**src/hdl/ccsc_pkg.sv**
```systemverilog
// Shared types and constants of the character-cell sprite compositor.
package ccsc_pkg;

  localparam int FRAME_WIDTH  = 40;
  localparam int FRAME_HEIGHT = 20;
  localparam int CELL_COUNT   = FRAME_WIDTH * FRAME_HEIGHT;

  localparam int ADDR_W = (CELL_COUNT > 1) ? $clog2(CELL_COUNT) : 1;
  localparam int COL_W  = (FRAME_WIDTH > 1) ? $clog2(FRAME_WIDTH) : 1;
  localparam int ROW_W  = (FRAME_HEIGHT > 1) ? $clog2(FRAME_HEIGHT) : 1;

  localparam int CODE_W = 16;

  // Command queue and result queue; depths are powers of two so pointers wrap.
  localparam int Q_DEPTH     = 4;
  localparam int Q_PTR_W     = $clog2(Q_DEPTH);
  localparam int Q_CNT_W     = $clog2(Q_DEPTH + 1);
  localparam int OUT_DEPTH   = 4;
  localparam int OUT_PTR_W   = $clog2(OUT_DEPTH);
  localparam int OUT_CNT_W   = $clog2(OUT_DEPTH + 1);

  localparam logic [7:0] SPACE_BYTE = 8'h20;
  localparam logic [CODE_W-1:0] KEY_RESET = 16'hA1A1;

  // Configuration register map
  localparam int PADDR_W = 3;
  localparam logic [0:0] REG_KEY = 1'b0;

  typedef enum logic [1:0] {
    CMD_CLEAR = 2'd0,
    CMD_PLOT  = 2'd1,
    CMD_EMIT  = 2'd2,
    CMD_NOP   = 2'd3
  } cmd_t;

  typedef enum logic [1:0] {
    OP_CLEAR = 2'd0,
    OP_PLOT  = 2'd1,
    OP_EMIT  = 2'd2
  } op_kind_t;

  typedef struct packed {
    op_kind_t            kind;
    logic [ADDR_W-1:0]   addr;
    logic [CODE_W-1:0]   code;
  } op_t;

  typedef struct packed {
    logic [7:0] first_byte;
    logic [7:0] second_byte;
    logic       last;
  } res_t;

  typedef enum logic [1:0] {
    BK_IDLE  = 2'd0,
    BK_CLEAR = 2'd1,
    BK_EMIT  = 2'd2
  } bk_state_t;

endpackage

```
**src/hdl/ccsc_front.sv**
```systemverilog
// Front end: accepts commands, clips and key-tests plots, and registers one operation.
module ccsc_front (
  input  logic                         clk,
  input  logic                         rst,
  input  logic                         push,
  output logic                         full,
  input  logic [1:0]                   command,
  input  logic signed [7:0]            origin_x,
  input  logic signed [7:0]            origin_y,
  input  logic [5:0]                   offset_x,
  input  logic [5:0]                   offset_y,
  input  logic [15:0]                  cell_code,
  input  logic [5:0]                   row_select,
  input  logic [ccsc_pkg::CODE_W-1:0]  key,
  output ccsc_pkg::op_t                op,
  output logic                         op_valid,
  input  logic                         op_full
);

  logic [8:0]                   pos_x;
  logic [8:0]                   pos_y;
  logic                         x_ok;
  logic                         y_ok;
  logic                         row_ok;
  logic [ccsc_pkg::COL_W-1:0]   x_cell;
  logic [ccsc_pkg::ROW_W-1:0]   y_cell;
  logic [ccsc_pkg::ROW_W-1:0]   r_cell;
  logic                         keep;
  ccsc_pkg::op_t                op_in;
  logic                         advance;
  logic                         valid;

  always_comb begin
    // Sign-extend the origin, then add the unsigned offset with no wrap.
    pos_x  = {origin_x[7], origin_x} + {3'b000, offset_x};
    pos_y  = {origin_y[7], origin_y} + {3'b000, offset_y};
    x_ok   = !pos_x[8] && (pos_x[7:0] < 8'(ccsc_pkg::FRAME_WIDTH));
    y_ok   = !pos_y[8] && (pos_y[7:0] < 8'(ccsc_pkg::FRAME_HEIGHT));
    row_ok = {1'b0, row_select} < 7'(ccsc_pkg::FRAME_HEIGHT);
    x_cell = pos_x[ccsc_pkg::COL_W-1:0];
    y_cell = pos_y[ccsc_pkg::ROW_W-1:0];
    r_cell = row_select[ccsc_pkg::ROW_W-1:0];

    op_in.kind = ccsc_pkg::OP_PLOT;
    op_in.addr = ccsc_pkg::ADDR_W'(y_cell) * ccsc_pkg::ADDR_W'(ccsc_pkg::FRAME_WIDTH)
               + ccsc_pkg::ADDR_W'(x_cell);
    op_in.code = cell_code;
    keep       = 1'b0;
    unique case (ccsc_pkg::cmd_t'(command))
      ccsc_pkg::CMD_CLEAR: begin
        op_in.kind = ccsc_pkg::OP_CLEAR;
        op_in.code = key;
        keep       = 1'b1;
      end
      ccsc_pkg::CMD_PLOT: begin
        keep = x_ok && y_ok && (cell_code != key);
      end
      ccsc_pkg::CMD_EMIT: begin
        op_in.kind = ccsc_pkg::OP_EMIT;
        op_in.addr = ccsc_pkg::ADDR_W'(r_cell) * ccsc_pkg::ADDR_W'(ccsc_pkg::FRAME_WIDTH);
        keep       = row_ok;
      end
      ccsc_pkg::CMD_NOP: begin
        keep = 1'b0;
      end
    endcase
  end

  // The held operation moves on whenever the queue has room.
  assign advance  = !valid || !op_full;
  assign full     = !advance;
  assign op_valid = valid;

  always_ff @(posedge clk) begin
    if (rst) begin
      valid <= 1'b0;
    end else if (advance) begin
      valid <= push && keep;
    end
  end

  always_ff @(posedge clk) begin
    if (advance) begin
      op <= op_in;
    end
  end

endmodule

```
**config.mk**
```make
export PLATFORM = sky130hd
export DESIGN_NAME = ccsc_front
export DESIGN_NICKNAME = d
export VERILOG_FILES = /design/src/hdl/ccsc_pkg.sv /design/src/hdl/ccsc_front.sv
export SDC_FILE = /design/constraint.sdc
export NUM_CORES = 1
export LEC_CHECK = 0
export BUFFER_PORTS_ARGS = -buffer_cell sky130_fd_sc_hd__buf_2
export CORE_AREA = 2 2 100 102
export DETAILED_ROUTE_END_ITERATION = 6
export DIE_AREA = 0 0 102 104
export GPL_TIMING_DRIVEN = 0
export PLACE_DENSITY = 0.59
export SYNTH_ARGS = -nofsm -noshare
export SYNTH_HDL_FRONTEND = slang
export SYNTH_SLANG_ARGS = --single-unit
```
**constraint.sdc**
```tcl
create_clock -name clk -period 7.3 [get_ports clk]
set_input_delay 2.19 -clock clk [delete_from_list [all_inputs] [get_ports clk]]
set_output_delay 2.19 -clock clk [all_outputs]
set_load 0.005 [all_outputs]
```
== Yosys cells after proc, flatten, opt, wreduce, memory -nomap -nowiden ==
Index checks and enable logic that the tools add are counted.

* Register bits: 29
* Input bits: 72
* Output and inout port bits: 30
* Word-level logic and storage cells: 33

* Add/sub/neg operators: 3
* Multipliers: 2
* $lt $le $gt $ge: 3
* Equality and inequality tests: 4
* Mux-type cells: 4
* Reductions and logical operators: 12

{| class="wikitable"
|+ Operator list
! cell !! number
|-
| $add A8 B7 Y9 || 2
|-
| $mux W16 || 1
|-
| $ne A16 B16 Y1 || 1
|-
| $mul A5 B3 Y7 const B || 2
|-
| $add A10 B6 Y10 || 1
|-
| $mux W10 || 1
|-
| $lt A8 B5 Y1 const B || 1
|-
| $lt A8 B6 Y1 const B || 1
|-
| $lt A6 B5 Y1 const B || 1
|-
| $logic_and A1 B1 Y1 || 5
|-
| $logic_not A1 Y1 || 5
|-
| $eq A2 B2 Y1 const B || 2
|-
| $pmux W1 S4 || 1
|-
| $pmux W2 S2 || 1
|-
| $eq A2 B1 Y1 const B || 1
|-
| $logic_not A2 Y1 || 1
|-
| $logic_or A1 B1 Y1 || 1
|}

== Depth between registers and ports, before layout ==
* Depth after elaboration: 7
* Depth in mapped cells: 13
* Depth with buffers taken out: 13

== Worst setup path before layout ==
Ideal clock, no wire load.

* Kind: input-to-output
* Start: input port op_full
* End: output port full
* Data arrival time: 2954 ps
* Data required time: 5110 ps
* Setup slack: 2156 ps
* Stages on the path: 2
* Path buffers: 0
* Path through: nand2_1 > inv_1

* Longest elaborated chain between the ends: 3

{| class="wikitable"
|+ Ends and longest elaborated chain
! item !! line !! text
|-
| start: declaration || ccsc_front.sv:17 || <nowiki>input logic op_full</nowiki>
|-
| $logic_not A1 Y1 || ccsc_front.sv:70 || <nowiki>assign advance = !valid || !op_full;</nowiki>
|-
| $logic_or A1 B1 Y1 || ccsc_front.sv:70 ||
|-
| $logic_not A1 Y1 || ccsc_front.sv:71 || <nowiki>assign full = !advance;</nowiki>
|-
| end: declaration || ccsc_front.sv:6 || <nowiki>output logic full,</nowiki>
|}

Every way passes these cells.

== Worst setup path in the final report ==
Same ends and word-level chain as after synthesis.

==> run summary <==
Critical Path Start Type: input pin
Die footprint: 10600 µm²
Largest net degree at the start of global routing: 31
Hold-fix buffers, CTS: 0
Top post-synthesis cells by area: edfxtp_1 35%, ha_1 14%, xnor2_1 9.1%, mux2_2 8.4%, fa_1 4.1%
Synth-to-Final Area Change: 31.0%
Core Region: 9550 µm²
Netlist cell types: 41
Initial antenna violation count: 0
Num ports: 102
Count leader, synth: edfxtp_1
Cell taking the most area after synthesis: edfxtp_1
Gr ovfl total: 0
Vias per cell: 4.37
Synth warn: 0
Inserted Diodes: 0
HP Class: flip-flop to flip-flop
Max Buffers Root-to-Sink: 2
CP Capture Type: output port
Actual slew at the worst max-slew pin: 1.25 ns
Min Clock Period, post-route: 5.63 ns
DRC: 0
Synthesized area: 2420 µm²
Chip Width: 102 µm
Synth Instances: 216
Critical path data required time: 5.11 ns
Post-synthesis sequential area ratio: 35.6%
Max-cap violations: 0
Post-CTS Resized: 0
Post-synth EDFFs: 28
Vias: 1999
Detailed placement HPWL: 4.88 mm
Placed cells: 450
CTS Sinks: 29
Rows: 36
Drt total wl: 5.76 mm
Number of global-route vias before repair: 2009
Setup Crit Path Kind: input pin to output port
Post-CTS Setup Repair Bufs: 0
Cell chosen for the clock root: clkbuf_8
Power density cells: 191 nW/µm²
Drt initial violations: 87
First-pass GRT wire length: 9.03 mm
Final Hold Vio Count: 0
Synth Flop Type: edfxtp_1
Critical path fanouts, max: 30
GP Congestion: 0.773
Ys async rst share: 0%
Wire per inst: 12.6 µm
Arr. time, crit path: 3.44 ns
FMAX: 178 MHz
Clk_skew: 0.00312 ns
Final #Nets: 428
Final Max Slew Viols: 0
Layout cells sized above 1: 39.8%
H-tree Lvls: 2
Worst vdd ir: 0.0538 mV
Period utilization: 77.1%
Synth top cells by count: 28 x edfxtp_1, 27 x ha_1, 25 x xnor2_1
Share of the synthesized area in the top cell type: 34.8%
Starting Density: 25.3%
Final Power: 0.000606 W
Non-Filler Instances: 457
Worst skew pair latency: 0.27 ns
Outcome: finished, final reports clean
Mapped Nets: 320
#FFs+latches synth: 29
Final setup vio count: 0
Tot GR Track Use: 10.7%
Leak: 1.40 nW
Antenna viol nets, final: 0
TritonCTS clock tree: built
Die height: 104 µm
Pre-antenna DRT Iters: 4
Fin Setup TNS: 0 ns
Clock transition at path regs: 0.06 ns
PortBufs: 101
Final core occ: 33.1%
RSZ-0062 raised after global routing: false
Num CTS Buffers: 5
Synth Area per Inst: 11.2 µm²
Rel. slew slack: 16.2%
## flip-flops by register name, summed over array words and instances, names as in the netlist
signal	flops
op	28
op_valid	1
## final timing paths
| path | from | endpoint | cells after the start | slack (ns) |
|---|---|---|---|---|
| max | op_full | full | 4 | 1.67 |
| min | op_valid | op[4] | 1 | 1.44 |
| max reg2reg | op_valid | op_valid | 3 | 5.52 |
| min reg2reg | op_valid | op[4] | 1 | 1.44 |
## critical path: stages
cell and delay [ns]:
buf_2 0.09, nand2_1 0.89, inv_1 0.07, buf_2 0.17
## stage by stage
stage	hold WS [ns]	area, µm²	setup slack [ns]
after global routing	1.57	3170	1.49
after detailed placement	1.48	3090	1.62
after CTS	1.49	3170	1.62
after floorplan	1.19	2420	2.16
final	1.44	3170	1.67
after global placement	1.48	3090	1.61
## report_power, final
group	internal (W)	switching [W]	total (W)
Combinational	0.000129	0.000128	0.000257
Sequential	0.000222	0.00000770	0.000229
Clock	0.0000640	0.0000550	0.000119
## cells by family after synthesis
| family | Yosys count | share of synthesized area (%) |
|---|---|---|
| xor+xnor | 35 | 12.7 |
| simple gates | 46 | 9.94 |
| compound gates | 46 | 12.8 |
| fa+ha+maj | 32 | 18.1 |
| flops | 29 | 35.6 |
| buf+inv | 8 | 1.60 |
| mux | 20 | 9.21 |
## metal layers
metal  track usage, %  vias up  wire length, µm  share of wire (%)
met2             17.3       73             2660                 46
met3             2.28        4              396                6.9
met4             3.43        0               33               0.57
met1             14.1      904             2670                 46
met5                0        -                0                  0
li1                 -     1018                -                  -
## final cells by class
type / count / area [µm²]
clock buffer: 6 / 72.6
tap: 133 / 166
multi-input combinational: 179 / 1520
buffer: 6 / 31.3
timing repair buffer: 101 / 505
fill: 1014 / 6380
inverter: 2 / 7.51
sequential: 29 / 861
clock inverter: 1 / 3.75
## layout by cell type (no fill, tap or decap), types with 2 or more instances in the layout
cell / count
buf_2: 102
edfxtp_1: 28
ha_1: 27
xnor2_1: 25
mux2_2: 18
nand2_1: 13
a21oi_1: 12
o21ai_0: 11
xor2_1: 10
nor2b_1: 8
nor2_1: 8
clkbuf_1: 5
fa_1: 5
clkbuf_8: 5
a21o_1: 4
nand4_1: 4
o21a_1: 3
a211oi_1: 2
o21bai_1: 2
nand3_1: 2
inv_1: 2
nand3b_1: 2
and2_1: 2
a311o_1: 2
mux2i_1: 2
nor4_1: 2
a31oi_1: 2
(Power assumes the default switching activity.)
