==> src/hdl/ccsc_pkg.sv <==
// Shared types and constants of the character-cell sprite compositor.
package ccsc_pkg;

  localparam int FRAME_WIDTH  = 40;
  localparam int FRAME_HEIGHT = 20;
  localparam int CELL_COUNT   = FRAME_WIDTH * FRAME_HEIGHT;

  localparam int ADDR_W = (CELL_COUNT > 1) ? $clog2(CELL_COUNT) : 1;
  localparam int COL_W  = (FRAME_WIDTH > 1) ? $clog2(FRAME_WIDTH) : 1;
  localparam int ROW_W  = (FRAME_HEIGHT > 1) ? $clog2(FRAME_HEIGHT) : 1;

  localparam int CODE_W = 16;

  // Command queue and result queue; depths are powers of two so pointers wrap.
  localparam int Q_DEPTH     = 4;
  localparam int Q_PTR_W     = $clog2(Q_DEPTH);
  localparam int Q_CNT_W     = $clog2(Q_DEPTH + 1);
  localparam int OUT_DEPTH   = 4;
  localparam int OUT_PTR_W   = $clog2(OUT_DEPTH);
  localparam int OUT_CNT_W   = $clog2(OUT_DEPTH + 1);

  localparam logic [7:0] SPACE_BYTE = 8'h20;
  localparam logic [CODE_W-1:0] KEY_RESET = 16'hA1A1;

  // Configuration register map
  localparam int PADDR_W = 3;
  localparam logic [0:0] REG_KEY = 1'b0;

  typedef enum logic [1:0] {
    CMD_CLEAR = 2'd0,
    CMD_PLOT  = 2'd1,
    CMD_EMIT  = 2'd2,
    CMD_NOP   = 2'd3
  } cmd_t;

  typedef enum logic [1:0] {
    OP_CLEAR = 2'd0,
    OP_PLOT  = 2'd1,
    OP_EMIT  = 2'd2
  } op_kind_t;

  typedef struct packed {
    op_kind_t            kind;
    logic [ADDR_W-1:0]   addr;
    logic [CODE_W-1:0]   code;
  } op_t;

  typedef struct packed {
    logic [7:0] first_byte;
    logic [7:0] second_byte;
    logic       last;
  } res_t;

  typedef enum logic [1:0] {
    BK_IDLE  = 2'd0,
    BK_CLEAR = 2'd1,
    BK_EMIT  = 2'd2
  } bk_state_t;

endpackage

==> src/hdl/ccsc_queue.sv <==
// Short operation queue between the front end and the frame sequencer.
module ccsc_queue (
  input  logic           clk,
  input  logic           rst,
  input  logic           push,
  input  ccsc_pkg::op_t  din,
  output logic           full,
  input  logic           pop,
  output ccsc_pkg::op_t  dout,
  output logic           empty
);

  ccsc_pkg::op_t                  slots [ccsc_pkg::Q_DEPTH];
  logic [ccsc_pkg::Q_PTR_W-1:0]   wr_ptr;
  logic [ccsc_pkg::Q_PTR_W-1:0]   rd_ptr;
  logic [ccsc_pkg::Q_CNT_W-1:0]   count;
  logic                           do_push;
  logic                           do_pop;

  assign full    = (count == ccsc_pkg::Q_CNT_W'(ccsc_pkg::Q_DEPTH));
  assign empty   = (count == '0);
  assign do_push = push && !full;
  assign do_pop  = pop && !empty;
  assign dout    = slots[rd_ptr];

  always_ff @(posedge clk) begin
    if (rst) begin
      wr_ptr <= '0;
      rd_ptr <= '0;
      count  <= '0;
    end else begin
      if (do_push) begin
        wr_ptr <= wr_ptr + 1'b1;
      end
      if (do_pop) begin
        rd_ptr <= rd_ptr + 1'b1;
      end
      if (do_push && !do_pop) begin
        count <= count + 1'b1;
      end else if (do_pop && !do_push) begin
        count <= count - 1'b1;
      end
    end
  end

  always_ff @(posedge clk) begin
    if (do_push) begin
      slots[wr_ptr] <= din;
    end
  end

endmodule

==> config.mk <==
export PLATFORM = sky130hd
export DESIGN_NAME = ccsc_queue
export DESIGN_NICKNAME = d
export VERILOG_FILES = /design/src/hdl/ccsc_pkg.sv /design/src/hdl/ccsc_queue.sv
export SDC_FILE = /design/constraint.sdc
export NUM_CORES = 1
export LEC_CHECK = 0
export ABC_AREA = 1
export BUFFER_PORTS_ARGS = -buffer_cell sky130_fd_sc_hd__buf_2
export CORE_UTILIZATION = 57
export CTS_CLUSTER_DIAMETER = 60
export DETAILED_ROUTE_END_ITERATION = 7
export PLACE_DENSITY = 0.76
export RECOVER_POWER = 50
export SETUP_SLACK_MARGIN = 0.1
export SLEW_MARGIN = 0
export SYNTH_ARGS = -nofsm -noshare
export SYNTH_HDL_FRONTEND = slang
export SYNTH_SLANG_ARGS = --single-unit
==> constraint.sdc <==
create_clock -name clk -period 2.9 [get_ports clk]
set_clock_uncertainty 0.15 [all_clocks]
set_input_delay 0.29 -clock clk [delete_from_list [all_inputs] [get_ports clk]]
set_output_delay 0.29 -clock clk [all_outputs]
set_load 0.05 [all_outputs]
Yosys cells after proc, flatten, opt, wreduce, memory -nomap -nowiden

Memory sizes are Yosys's and may differ from the RTL's. A register that Yosys moved wholly into a read port is not among the register bits.
Index checks and enable logic that the tools add are counted.
Widths: inputs -> output; s select.

Memory bits (read-only): 0
Bits in writable memories: 112
Register bits after elaboration: 7
Logic and storage cells: 25
Output and inout bits: 30
Bits of input ports: 32
Latch bits: 0
Memories: 1

Memories:

| name  | depth | bits a word | rd ports | clocked after memory_dff | write ports | line             | source |
|---|---|---|---|---|---|---|---|
| slots | 4     | 28          | 1        | 1                        | 1           | ccsc_queue.sv:13 | `ccsc_pkg::op_t slots [ccsc_pkg::Q_DEPTH];` |

Muxes and demuxes: 6
$mul: 0
$add $sub $neg: 4
Equal/unequal tests: 1
Order comparisons: 0
Shift operators: 0
Divide/modulo/power cells: 0
Reductions and logical operators: 10
Bitwise gates (word level): 0

Operators by type and width:

| cell                | count |
|---|---|
| $mux 3              | 2 |
| $add 2x1->2 const B | 2 |
| $logic_and 1x1->1   | 4 |
| $logic_not 1->1     | 4 |
| $mux 2              | 2 |
| $add 3x1->3 const B | 1 |
| $eq 3x3->1 const B  | 1 |
| $logic_not 3->1     | 1 |
| $sub 3x1->3 const B | 1 |
| $mux 1              | 2 |
| $reduce_bool 2->1   | 1 |

Longest topological paths before layout

Depth in word-level cells: 7
Gate-level depth with buffers: 13
Gate-level depth less buffers: 13

Least setup slack after synthesis

No wires, ideal clock.

Path type: register to register
Start: register count[0] (netlist name)
End: memory slots[0][0] (netlist name) (enable)
Setup time: 0.413 ns
Data required time: 2.337 ns
Period minus slack after synthesis: 2.412 ns
Buffers on the path: 0
Slack: 0.488 ns
Data arrival time: 1.849 ns
Stages on the path, launching flop included: 5
Cell sequence: dfxtp_1 > nor2_1 > nand2_1 > nand2_1 > nor2_1

Cells in the longest elaborated chain, start to end: 5

RTL lines:

| element                      | line             | source |
|---|---|---|
| start: declaration           | ccsc_queue.sv:16 | `logic [ccsc_pkg::Q_CNT_W-1:0] count;` |
| start signal: assignment     | ccsc_queue.sv:39 | `count <= count + 1'b1;` |
| start signal: assignment     | ccsc_queue.sv:41 | `count <= count - 1'b1;` |
| $eq 3x3->1                   | ccsc_queue.sv:20 | `assign full = (count == ccsc_pkg::Q_CNT_W'(ccsc_pkg::Q_DEPTH));` |
| $logic_not 1->1              | ccsc_queue.sv:22 | `assign do_push = push && !full;` |
| $logic_and 1x1->1            | ccsc_queue.sv:22 |  |
| $mux 1                       | ccsc_queue.sv:47 | `if (do_push) begin` |
| $mux 1 (implied by the code) | ccsc_queue.sv:48 | `slots[wr_ptr] <= din;` |
| end: declaration             | ccsc_queue.sv:13 |  |

No other way between the ends.

==> flow_metrics.env <==
export IMPL_yosysSeqAreaShare=0.764
export IMPL_gp_congestion=0.781
export IMPL_synthAdderAreaFrac=0.0178
export IMPL_endpoint_kind="primary output"
export IMPL_critPathRequiredTime_ps=2460
export IMPL_vias_per_cell=5.42
export IMPL_tns_ps=0
export IMPL_die_w_um=92.2
export IMPL_nets=482
export IMPL_start_util=0.594
export IMPL_placementRows=32
export IMPL_fin_crit_sh=0.899
export IMPL_fin_total_pwr_uw=6270
export IMPL_htreeDepth=4
export IMPL_switching_share=0.355
export IMPL_hp_class="reg -> reg"
export IMPL_yosysWarnings=0
export IMPL_antenna_found_initial=0
export IMPL_seq_power_share=0.351
export IMPL_hold_depth=2
export IMPL_clkTransAtPathRegs_ps=60
export IMPL_vias=3029
export IMPL_yosysUniqueCellTypes=20
export IMPL_worstSetupStartpointType="register"
export IMPL_crit_type="reg -> out"
export IMPL_hold_viol_final=0
export IMPL_area_delta_synth_final_pct=28.6
export IMPL_p_comb_frac=0.292
export IMPL_internal_power_uw=4040
export IMPL_drtAntennaViolNets=0
export IMPL_p_per_area_nw_per_um2=1050
export IMPL_grt_max_degree=57
export IMPL_drv_cap=0
export IMPL_synth_seq_cells=121
export IMPL_final_area_um2=5970
export IMPL_drive_above_1_share=0.171
export IMPL_slowest_delay_ps=640
export IMPL_synth_top_area_frac=0.725
export IMPL_synth_xor_area_frac=0.00189
export IMPL_grtUsageTotal=0.244
export IMPL_num_antenna_cells=0
export IMPL_synth_compound_area_frac=0.102
export IMPL_numCtsBuffers=17
export IMPL_dieArea_um2=8510
export IMPL_clock_latency_ps=510
export IMPL_muxShareOfSynthArea=0
export IMPL_synth_simple_gate_area_frac=0.0747
export IMPL_firstDrtPassIters=6
export IMPL_synth_nets=379
export IMPL_grt_pass1_vias=3074
export IMPL_cts_sinks=121
export IMPL_coreArea_um2=7810
export IMPL_cts_root_buf="clkbuf_8"
export IMPL_grt_pass1_wl_mm=14.9
export IMPL_synth_area_leaders="edfxtp_1, nor2_1, o21ai_0, dfxtp_1, o22ai_1"
export IMPL_clock_fmax_mhz=384
export IMPL_syn_inst=341
export IMPL_ir_worst_vdd_mv=0.666
export IMPL_synth_avg_cell_area_um2=13.6
export IMPL_leakage_uw=0.00217
export IMPL_cts_resized=0
export IMPL_period_needed_ps=2610
export IMPL_synth_area_um2=4640
export IMPL_hpwl_mm=4.94
export IMPL_p_sw_uw=2230
export IMPL_path_max_fanout=28
export IMPL_path_cells="clkinv_1, o21ai_0, o22ai_1, buf_2"
export IMPL_cp_slowest_cell="clkinv_1"
export IMPL_drt_total_wl_mm=9.39
export IMPL_synth_top_family_by_area="compound AO/OA/AOI/OAI gates"
export IMPL_grt_overflow_total=0
export IMPL_placed_area_um2=5050
export IMPL_clkPwrFrac=0.357
export IMPL_die_height_um=92.2
export IMPL_drtIter0Drc=192
export IMPL_maxSlewViolCount=0
export IMPL_wl_per_cell_um=16.8
export IMPL_arrival_ps=2170
export IMPL_status="completed"
export IMPL_cts_tree="done"
export IMPL_numPortBuffers=61
export IMPL_synth_top_area_cell="edfxtp_1"
export IMPL_rsz0062_at_grt="no"
export IMPL_setup_viol=0
export IMPL_worstMarginPinSlew_ps=819
export IMPL_pin_count=62
export IMPL_clock_path_buffers=2
export IMPL_r2r_cells=9
export IMPL_slew_headroom=0.454
export IMPL_drc=0
-- final cells by class --
cell class                      instances  area [um2]
Timing Repair Buffer                  101         648
Inverter                               18        67.6
Fill cell                             474        1840
Multi-Input combinational cell        185         943
Clock buffer                           17         414
Sequential cell                       121        3540
Tap cell                              102         128
Clock inverter                         15         224
-- state kept, by name, summed over array words and instances (netlist names), named ones only --
name	flops
slots	112
count	3
rd_ptr	2
wr_ptr	2
-- power by group through the flow --
stage | clock network (uW) | logic (uW) | registers, uW
5_1_grt | 2340 | 1960 | 2210
3_3_place_gp | 0 | 1770 | 2220
3_5_place_dp | 0 | 1800 | 2230
6_report | 2240 | 1830 | 2200
2_1_floorplan | 0 | 1400 | 2220
4_1_cts | 2270 | 1840 | 2200
-- Yosys cell counts --
master,number
ha_1,5
o21ai_1,15
inv_1,16
buf_6,6
buf_4,1
o21ai_0,42
edfxtp_1,112
a21oi_1,3
nand3b_1,1
fa_1,1
nand3_1,4
dfxtp_1,9
clkbuf_1,7
buf_2,3
xor2_1,1
nand2_1,15
nor2_1,70
inv_2,1
clkinv_1,1
o22ai_1,28
-- what timing repair did --
item,CTS,global route
hold buffers,32,0
buffers inserted,0,0
setup endpoints to repair,0,0
endpoints found under the hold margin,121,0
-- layer usage --
metal,vias up,track usage,share of wire
met5,-,0,0
met4,0,0.102,0.015
met3,15,0.0705,0.058
met2,113,0.432,0.53
met1,1444,0.275,0.39
li1,1457,-,-
-- worst paths after layout --
kind,start,end,slack [ps]
hold / removal,rd_ptr[1],rd_ptr[1],340
hold reg to reg,rd_ptr[1],rd_ptr[1],340
setup / recovery,register,dout[23],290
setup reg to reg,count[1],count[1],630
-- critical path, delay by kind of cell, from the launching register on --
| kind | cells | cell delay [ps] |
|---|---|---|
| buffers and inverters | 2 | 870 |
| DFF | 1 | 340 |
| AOI/OAI and AO/OA | 2 | 450 |
-- cell families (layout without fill, tap and decap cells) --
kind of cell	count (synthesis)	in the layout
AOI/OAI and AO/OA	88	88
and+or+nand+nor	90	90
DFF	121	121
adders and majority gates	6	6
xor gates and xnor gates	1	1
buffers and inverters	35	151
-- stage by stage --
| step | util | setup WS (ps) | hold WS [ps] | instances |
|---|---|---|---|---|
| 6_report | 0.765 | 294 | 344 | 559 |
| 3_5_place_dp | 0.647 | 655 | 341 | 495 |
| 3_3_place_gp | 0.647 | 695 | 334 | 495 |
| 4_1_cts | 0.769 | 268 | 344 | 559 |
| 2_1_floorplan | - | 488 | 209 | 341 |
| 5_1_grt | 0.765 | 141 | 378 | 559 |
-- placed cells by master, fill, tap and decap left out --
| cell type | instances |
|---|---|
| fa_1 | 1 |
| bufinv_16 | 5 |
| buf_4 | 7 |
| inv_2 | 1 |
| o21ai_1 | 15 |
| inv_6 | 2 |
| clkinvlp_4 | 1 |
| clkbuf_2 | 1 |
| buf_2 | 33 |
| nor2_1 | 66 |
| nand3_1 | 4 |
| a21oi_1 | 3 |
| nand3b_1 | 1 |
| dfxtp_2 | 1 |
| clkbuf_8 | 1 |
| o21ai_0 | 42 |
| ha_1 | 5 |
| nor2_4 | 4 |
| dlygate4sd3_1 | 32 |
| nand2_1 | 15 |
| clkinv_4 | 4 |
| inv_1 | 16 |
| dfxtp_1 | 8 |
| clkinv_1 | 2 |
| clkbuf_1 | 28 |
| xor2_1 | 1 |
| clkinv_2 | 2 |
| o22ai_1 | 28 |
| edfxtp_1 | 112 |
| clkbuf_16 | 16 |
Power figures use the tool's default switching activity.
